[src/sv/cdq_pkg.sv]
// ----------------------------------------------------------------------------
// cdq_pkg
// Types and constants for the circular deque.
// ----------------------------------------------------------------------------
package cdq_pkg;

    localparam int DEPTH_DEF = 16;
    localparam int WORD_W    = 32;
    localparam int OCC_W     = 5;

    localparam logic signed [WORD_W-1:0] EMPTY_WORD = '1;

    typedef enum logic [1:0] {
        REQ_PUSH_FRONT = 2'd0,
        REQ_PUSH_BACK  = 2'd1,
        REQ_DROP_FRONT = 2'd2,
        REQ_DROP_BACK  = 2'd3
    } t_req_type;

    typedef enum logic [1:0] {
        ST_DONE  = 2'd0,
        ST_FULL  = 2'd1,
        ST_EMPTY = 2'd2
    } t_status;

    typedef struct packed {
        t_req_type                 req_type;
        logic signed [WORD_W-1:0]  data_in;
    } t_req_item;

    typedef struct packed {
        t_status                   status;
        logic signed [WORD_W-1:0]  front_word;
        logic signed [WORD_W-1:0]  back_word;
        logic [OCC_W-1:0]          occupancy;
        logic                      is_empty;
        logic                      is_full;
    } t_rsp_item;

    // controller -> datapath
    typedef struct packed {
        logic capture;   // latch incoming request
        logic exec;      // update pointers, count, store
        logic read;      // read front and back entries
        logic load_out;  // load response register
    } t_cmd;

endpackage

[src/sv/cdq_ctrl.sv]
// ----------------------------------------------------------------------------
// cdq_ctrl
// Request sequencer: capture, execute, read, respond.
// ----------------------------------------------------------------------------
module cdq_ctrl (
    input  logic          i_clk,
    input  logic          i_rst_n,
    input  logic          i_in_valid,
    output logic          o_in_stall,
    output logic          o_out_valid,
    input  logic          i_out_stall,
    output cdq_pkg::t_cmd o_cmd
);

    typedef enum logic [3:0] {
        S_IDLE = 4'b0001,
        S_EXEC = 4'b0010,
        S_READ = 4'b0100,
        S_LOAD = 4'b1000
    } t_state;

    t_state r_state, n_state;
    logic   r_out_valid, n_out_valid;
    logic   w_out_free;

    assign w_out_free = !r_out_valid || !i_out_stall;

    always_comb begin
        n_state = r_state;
        o_cmd   = '0;
        case (r_state)
            S_IDLE: begin
                if (i_in_valid) begin
                    o_cmd.capture = 1'b1;
                    n_state       = S_EXEC;
                end
            end
            S_EXEC: begin
                o_cmd.exec = 1'b1;
                n_state    = S_READ;
            end
            S_READ: begin
                o_cmd.read = 1'b1;
                n_state    = S_LOAD;
            end
            S_LOAD: begin
                if (w_out_free) begin
                    o_cmd.load_out = 1'b1;
                    n_state        = S_IDLE;
                end
            end
            default: n_state = S_IDLE;
        endcase
    end

    always_comb begin
        n_out_valid = r_out_valid;
        if (o_cmd.load_out) begin
            n_out_valid = 1'b1;
        end else if (r_out_valid && !i_out_stall) begin
            n_out_valid = 1'b0;
        end
    end

    always_ff @(posedge i_clk) begin
        if (!i_rst_n) begin
            r_state     <= S_IDLE;
            r_out_valid <= 1'b0;
        end else begin
            r_state     <= n_state;
            r_out_valid <= n_out_valid;
        end
    end

    assign o_in_stall  = (r_state != S_IDLE);
    assign o_out_valid = r_out_valid;

endmodule

[src/sv/cdq_dp.sv]
// ----------------------------------------------------------------------------
// cdq_dp
// Deque datapath: pointers, count, word store and response register.
// ----------------------------------------------------------------------------
module cdq_dp #(
    parameter int DEPTH = cdq_pkg::DEPTH_DEF
) (
    input  logic               i_clk,
    input  logic               i_rst_n,
    input  cdq_pkg::t_cmd      i_cmd,
    input  cdq_pkg::t_req_item i_req,
    output cdq_pkg::t_rsp_item o_rsp
);

    localparam int PTR_W = $clog2(DEPTH);
    localparam int CNT_W = $clog2(DEPTH + 1);
    localparam logic [PTR_W-1:0] PTR_LAST = PTR_W'(DEPTH - 1);
    localparam logic [CNT_W-1:0] CNT_FULL = CNT_W'(DEPTH);

    logic signed [cdq_pkg::WORD_W-1:0] r_mem [DEPTH];

    cdq_pkg::t_req_item r_req;
    cdq_pkg::t_status   r_status, n_status;
    logic [PTR_W-1:0]   r_front, n_front;
    logic [PTR_W-1:0]   r_back, n_back;
    logic [CNT_W-1:0]   r_count, n_count;
    logic signed [cdq_pkg::WORD_W-1:0] r_rd_front, r_rd_back;
    cdq_pkg::t_rsp_item r_rsp;

    logic             w_we;
    logic [PTR_W-1:0] w_waddr;
    logic             w_empty, w_full;
    logic [PTR_W-1:0] w_front_inc, w_front_dec, w_back_inc, w_back_dec;

    assign w_empty = (r_count == '0);
    assign w_full  = (r_count == CNT_FULL);

    assign w_front_inc = (r_front == PTR_LAST) ? '0 : r_front + 1'b1;
    assign w_front_dec = (r_front == '0) ? PTR_LAST : r_front - 1'b1;
    assign w_back_inc  = (r_back == PTR_LAST) ? '0 : r_back + 1'b1;
    assign w_back_dec  = (r_back == '0) ? PTR_LAST : r_back - 1'b1;

    always_comb begin
        n_status = cdq_pkg::ST_DONE;
        n_front  = r_front;
        n_back   = r_back;
        n_count  = r_count;
        w_we     = 1'b0;
        w_waddr  = '0;
        case (r_req.req_type)
            cdq_pkg::REQ_PUSH_FRONT, cdq_pkg::REQ_PUSH_BACK: begin
                if (w_full) begin
                    n_status = cdq_pkg::ST_FULL;
                end else begin
                    w_we    = 1'b1;
                    n_count = r_count + 1'b1;
                    if (w_empty) begin
                        n_front = '0;
                        n_back  = '0;
                        w_waddr = '0;
                    end else if (r_req.req_type == cdq_pkg::REQ_PUSH_FRONT) begin
                        n_front = w_front_dec;
                        w_waddr = w_front_dec;
                    end else begin
                        n_back  = w_back_inc;
                        w_waddr = w_back_inc;
                    end
                end
            end
            cdq_pkg::REQ_DROP_FRONT, cdq_pkg::REQ_DROP_BACK: begin
                if (w_empty) begin
                    n_status = cdq_pkg::ST_EMPTY;
                end else if (r_count == CNT_W'(1)) begin
                    // last word leaves: pointers go home
                    n_front = '0;
                    n_back  = '0;
                    n_count = '0;
                end else begin
                    n_count = r_count - 1'b1;
                    if (r_req.req_type == cdq_pkg::REQ_DROP_FRONT) begin
                        n_front = w_front_inc;
                    end else begin
                        n_back = w_back_dec;
                    end
                end
            end
            default: n_status = cdq_pkg::ST_DONE;
        endcase
    end

    // control state
    always_ff @(posedge i_clk) begin
        if (!i_rst_n) begin
            r_front <= '0;
            r_back  <= '0;
            r_count <= '0;
        end else if (i_cmd.exec) begin
            r_front <= n_front;
            r_back  <= n_back;
            r_count <= n_count;
        end
    end

    // payload registers
    always_ff @(posedge i_clk) begin
        if (i_cmd.capture) begin
            r_req <= i_req;
        end
        if (i_cmd.exec) begin
            r_status <= n_status;
        end
    end

    // word store: one write port, two registered read ports
    always_ff @(posedge i_clk) begin
        if (i_cmd.exec && w_we) begin
            r_mem[w_waddr] <= r_req.data_in;
        end
        if (i_cmd.read) begin
            r_rd_front <= r_mem[r_front];
            r_rd_back  <= r_mem[r_back];
        end
    end

    always_ff @(posedge i_clk) begin
        if (i_cmd.load_out) begin
            r_rsp.status     <= r_status;
            r_rsp.front_word <= w_empty ? cdq_pkg::EMPTY_WORD : r_rd_front;
            r_rsp.back_word  <= w_empty ? cdq_pkg::EMPTY_WORD : r_rd_back;
            r_rsp.occupancy  <= cdq_pkg::OCC_W'(r_count);
            r_rsp.is_empty   <= w_empty;
            r_rsp.is_full    <= w_full;
        end
    end

    assign o_rsp = r_rsp;

endmodule

[src/sv/circular_deque.sv]
// ----------------------------------------------------------------------------
// circular_deque
// Double-ended queue of signed 32-bit words in a circular store.
// ----------------------------------------------------------------------------
// Each request pushes a word at the front or back, or drops the front or back
// word; a push into a full queue or a drop from an empty one is rejected
// (status full / empty) and leaves the queue untouched. Each request yields
// one response with the status, the front and back words after the step (all
// ones when empty), the count, and empty / full flags. A request passes four
// steps: capture at the accepting edge, update of pointers, count and store,
// a registered read of the front and back entries, and the response load.
// The response is registered at the end of these steps, and a new request is
// taken only after the previous one has loaded its response. The read of the
// store follows its write as a step of its own. One request is in flight at a
// time; the response register lets the next request be accepted while the
// previous response still waits downstream.
// The store has no reset; only entries that were written are ever shown.
// ----------------------------------------------------------------------------
module circular_deque #(
    parameter int DEPTH = cdq_pkg::DEPTH_DEF
) (
    input  logic               i_clk,
    input  logic               i_rst_n,
    // request channel
    input  logic               i_in_valid,
    output logic               o_in_stall,
    input  cdq_pkg::t_req_item i_in_req,
    // response channel
    output logic               o_out_valid,
    input  logic               i_out_stall,
    output cdq_pkg::t_rsp_item o_out_rsp
);

    cdq_pkg::t_cmd w_cmd;

    // sequencer: owns both handshakes
    cdq_ctrl u_ctrl (
        .i_clk       (i_clk),
        .i_rst_n     (i_rst_n),
        .i_in_valid  (i_in_valid),
        .o_in_stall  (o_in_stall),
        .o_out_valid (o_out_valid),
        .i_out_stall (i_out_stall),
        .o_cmd       (w_cmd)
    );

    // pointers, count, store, response register
    cdq_dp #(
        .DEPTH (DEPTH)
    ) u_dp (
        .i_clk   (i_clk),
        .i_rst_n (i_rst_n),
        .i_cmd   (w_cmd),
        .i_req   (i_in_req),
        .o_rsp   (o_out_rsp)
    );

endmodule

[config.mk]
export PLATFORM = sky130hd
export DESIGN_NAME = circular_deque
export DESIGN_NICKNAME = d
export VERILOG_FILES = /design/src/sv/cdq_pkg.sv /design/src/sv/cdq_ctrl.sv /design/src/sv/cdq_dp.sv /design/src/sv/circular_deque.sv
export SDC_FILE = /design/constraint.sdc
export NUM_CORES = 1
export LEC_CHECK = 0
export ABC_AREA = 1
export BUFFER_PORTS_ARGS = -buffer_cell sky130_fd_sc_hd__buf_4
export CORE_MARGIN = 2
export CORE_UTILIZATION = 43
export DETAILED_ROUTE_END_ITERATION = 7
export GPL_TIMING_DRIVEN = 0
export SLEW_MARGIN = 20
export SYNTH_ARGS = -nofsm -noshare
export SYNTH_HDL_FRONTEND = slang
export SYNTH_HIERARCHICAL = 1
export SYNTH_SLANG_ARGS = --single-unit
[constraint.sdc]
create_clock -name i_clk -period 5.8 [get_ports i_clk]
set_clock_uncertainty 0.15 [all_clocks]
set_input_delay 0.87 -clock i_clk [delete_from_list [all_inputs] [get_ports i_clk]]
set_output_delay 0.87 -clock i_clk [all_outputs]
set_load 0.01 [all_outputs]
==> qor.json <==
{
  "run_status": {
    "status": "complete, but fails checks",
    "failed_checks": "design-rule violations"
  },
  "pwr": {
    "p_sw_share_pct": 22.8,
    "pwr-share-comb_pct": 5.2,
    "power.clock.fraction_pct": 43.9,
    "switchingPower_mw": 2.58,
    "design_power_total_mw": 11.3,
    "p_per_area_mw_per_mm2": 303,
    "p_seq_share_pct": 50.8,
    "power.ir.vdd_worst_v": 0.000186,
    "p_leak_nw": 12.6,
    "internal-power_mw": 8.73
  },
  "drt": {
    "detail_route.wl_per_cell_um": 28.4,
    "postRouteAntennaNets": 0,
    "viasPerCell": 6.10,
    "detailroute.via_count": 25600,
    "detailedRoute.firstIterationViolations": 3997,
    "detail_route.first_pass.iterations": 8,
    "routed_wirelength_um": 119000,
    "drcViolationCount": 1
  },
  "finish": {
    "flow.area_growth_from_synthesis_pct": 16.3,
    "design.final.nets": 3215,
    "post_route_cells_drive_above_1_share_pct": 14.3,
    "diodes": 0,
    "finalInstanceArea_mm2": 0.0373,
    "fill_cells": 6599,
    "final_util_pct": 50.4,
    "final_cells": 4203
  },
  "clock_network": {
    "tritoncts": "built",
    "post_cts_resize_count": 0,
    "cts.sinks": 703,
    "clkTransAtPathRegs_ns": 0.06,
    "clk-insertion-delay-late_ns": 0.63,
    "postCtsHoldBufs": 0,
    "clockBufferDepth": 3,
    "cts_made_buffers": 77,
    "htree_levels": 3,
    "cts_post_setup_buffers_inserted": 0,
    "clock-root-buffer": "sky130_fd_sc_hd__clkbuf_16"
  },
  "floorplanning": {
    "initial_core_utilization_pct": 43.3,
    "fp-row-count": 100,
    "coreArea_mm2": 0.0741,
    "fp.dieH_um": 277,
    "die_width_um": 277,
    "ioPinCount": 113,
    "die_area_mm2": 0.0768
  },
  "yosys": {
    "asyncSetResetFlopFracSynth_pct": 0,
    "syn-num-nets": 3001,
    "synth.top_cells.by_area": "sky130_fd_sc_hd__edfxtp_1, sky130_fd_sc_hd__o21ai_0, sky130_fd_sc_hd__o211ai_1, sky130_fd_sc_hd__nand3_1, sky130_fd_sc_hd__a21oi_1",
    "synth_area_leader_cell": "sky130_fd_sc_hd__edfxtp_1",
    "yosys_most_used_dff": "sky130_fd_sc_hd__edfxtp_1",
    "syn_inst": 2955,
    "syn-mean-instance-area_um2": 10.9,
    "synth.top_cells.by_count": "sky130_fd_sc_hd__edfxtp_1, sky130_fd_sc_hd__o21ai_0, sky130_fd_sc_hd__nand2_1, sky130_fd_sc_hd__nand3_1, sky130_fd_sc_hd__a21oi_1",
    "edff_count_synth": 685,
    "synth.lib_cells_used.distinct": 35,
    "register_area_share_after_synthesis_pct": 65.3,
    "post_synth_top_area_share_pct": 64.2,
    "register_bit_total_from_synthesis": 703,
    "netlist_area_mm2": 0.0321,
    "post-synth-top-count-cell": "sky130_fd_sc_hd__edfxtp_1",
    "ys_warn_count": 6
  },
  "worst_setup_path": {
    "crit_end": "u_dp/r_mem[5][16]",
    "timing_worst_setup_path_type": "reg -> reg",
    "startpoint_type": "flip-flop",
    "setup.reg_to_reg.worst_slack_ns": 1.47,
    "slowest_stage": "sky130_fd_sc_hd__nor2_4",
    "worst_setup_path_end_kind": "flip-flop",
    "worst-endpoint-arrival_ns": 4.49,
    "regToRegStartpoint": "u_dp/r_front[0]",
    "top_fanout_value_on_the_critical_path": 18,
    "worstSetupPathDepth": 10,
    "start_point_of_the_critical_path": "u_dp/r_front[0]",
    "path_delay_family": "buffers and inverters",
    "crit_path_max_incr_delay_ns": 0.73,
    "worst-path-buf-inv": 6,
    "worst-r2r-cell-count": 10,
    "worstReg2RegEnd": "u_dp/r_mem[5][16]",
    "worst-endpoint-required_ns": 5.96,
    "critical_path.cell_chain": "buf_4 > inv_1 > buf_4 > buf_2 > ha_1 > inv_1 > o21ai_0 > nand4_1 > nor2_4 > buf_12"
  },
  "placement": {
    "detailed_place.area_mm2": 0.0348,
    "place_inst": 4059,
    "routabilityCongestion": 0.951,
    "buffer_ports.inserted": 112,
    "hpwl_um": 83100
  },
  "timing": {
    "rsz0062_at_grt": "no",
    "report.final.slew_viol_count": 0,
    "hold_violation_count_in_the_final_report": 0,
    "timing.max_slew.rel_slack_pct": 27.1,
    "setup-violations-final": 0,
    "fin_crit_ns": 4.33,
    "max_freq_mhz": 231,
    "timing.hold.ws_ns": 0.267,
    "layout_worst_path_cycle_share_pct": 74.7,
    "tightestPinTransition_ns": 1.09
  },
  "grt": {
    "grt_start_max_net_pins": 74,
    "first_global_vias": 24300,
    "grt.total_usage_pct": 30.4,
    "antenna_found_initial": 6,
    "grt_overflow_total": 0,
    "grt_pass1_wl_um": 168000
  },
  "job": {
    "max_cap_violations": 0
  },
  "worst_hold_path": {
    "hold_path_class": "in -> reg",
    "worst_hold_path_stage_count": 1
  }
}
==> final cells by class <==
type	count	area, um2	share of cell area (%)
Buffer	221	1100	2.96
Clock buffer	107	2150	5.78
Clock inverter	37	385	1.03
Inverter	239	900	2.41
Multi-Input combinational cell	1792	9260	24.8
Sequential cell	703	20900	56.1
Tap cell	969	1210	3.25
Timing Repair Buffer	135	1350	3.63
==> sequential cells by signal, indices dropped and copies added (netlist names) <==
register,flops
u_ctrl/o_out_valid,1
u_ctrl/r_state,4
u_dp/o_rsp,73
u_dp/r_back,4
u_dp/r_count,5
u_dp/r_front,4
u_dp/r_mem,512
u_dp/r_rd_back,32
u_dp/r_rd_front,32
u_dp/r_req,34
u_dp/r_status,2
==> placed cells by master (no fill, tap or decap), types with 19 or more instances in the layout <==
cell,count
sky130_fd_sc_hd__a21oi_1,266
sky130_fd_sc_hd__buf_1,20
sky130_fd_sc_hd__buf_2,79
sky130_fd_sc_hd__buf_4,125
sky130_fd_sc_hd__clkbuf_1,111
sky130_fd_sc_hd__clkbuf_16,81
sky130_fd_sc_hd__edfxtp_1,685
sky130_fd_sc_hd__inv_1,228
sky130_fd_sc_hd__nand2_1,301
sky130_fd_sc_hd__nand3_1,275
sky130_fd_sc_hd__nor2_1,161
sky130_fd_sc_hd__nor2_4,19
sky130_fd_sc_hd__o211ai_1,189
sky130_fd_sc_hd__o21ai_0,422
sky130_fd_sc_hd__o21ai_1,45
sky130_fd_sc_hd__or2_2,46
==> power groups by stage <==
stage	Sequential (mW)	Combinational, mW	Clock [mW]
finish	5.75	0.590	4.97
global route	5.75	0.622	5.23
CTS	5.75	0.572	5.04
detailed placement	5.85	0.571	0
global placement	5.85	0.552	0
floorplan	5.80	0.313	0
==> kinds of logic (layout without fill, tap and decap cells) <==
group	after synthesis	count (layout)	synth area share [%]
AO/OA/AOI/OAI	925	925	16.0
XOR/XNOR	4	4	0.109
adder cells (fa/ha/maj)	8	8	0.312
buffers and inverters	460	739	6.24
flip-flops	703	703	65.3
AND/OR/NAND/NOR	855	855	12.1
==> per-stage QoR <==
step           setup WS [ns]  setup TNS, ns
3_5_place_dp            1.56              0
5_1_grt                 1.41              0
2_1_floorplan           2.06              0
3_3_place_gp          -0.526        -147.14
6_report                1.47              0
4_1_cts                 1.55              0
==> per-layer routing <==
layer  track usage (%)  wire, um  up-vias  part of all wire, %
met1              41.2     46500    12300                   39
li1                  -         -    11100                    -
met5              1.31       223        -                 0.19
met3              6.27     13900      357                   12
met2              47.3     53600     1869                   45
met4              13.6      5060        8                  4.2
==> worst min-delay path by stage <==
stage | from | endpoint | slack, ns
after global placement | u_dp/r_status[0] | u_dp/o_rsp[71] | 0.25
after floorplan | u_dp/r_status[0] | u_dp/o_rsp[71] | 0.25
after CTS | i_in_req[27] | u_dp/r_req[27] | 0.24
after global routing | i_in_req[13] | u_dp/r_req[13] | 0.25
final | i_in_req[26] | u_dp/r_req[26] | 0.27
after detailed placement | u_dp/r_status[1] | u_dp/o_rsp[72] | 0.26
No activity file was read; power rests on OpenSTA's default activity.
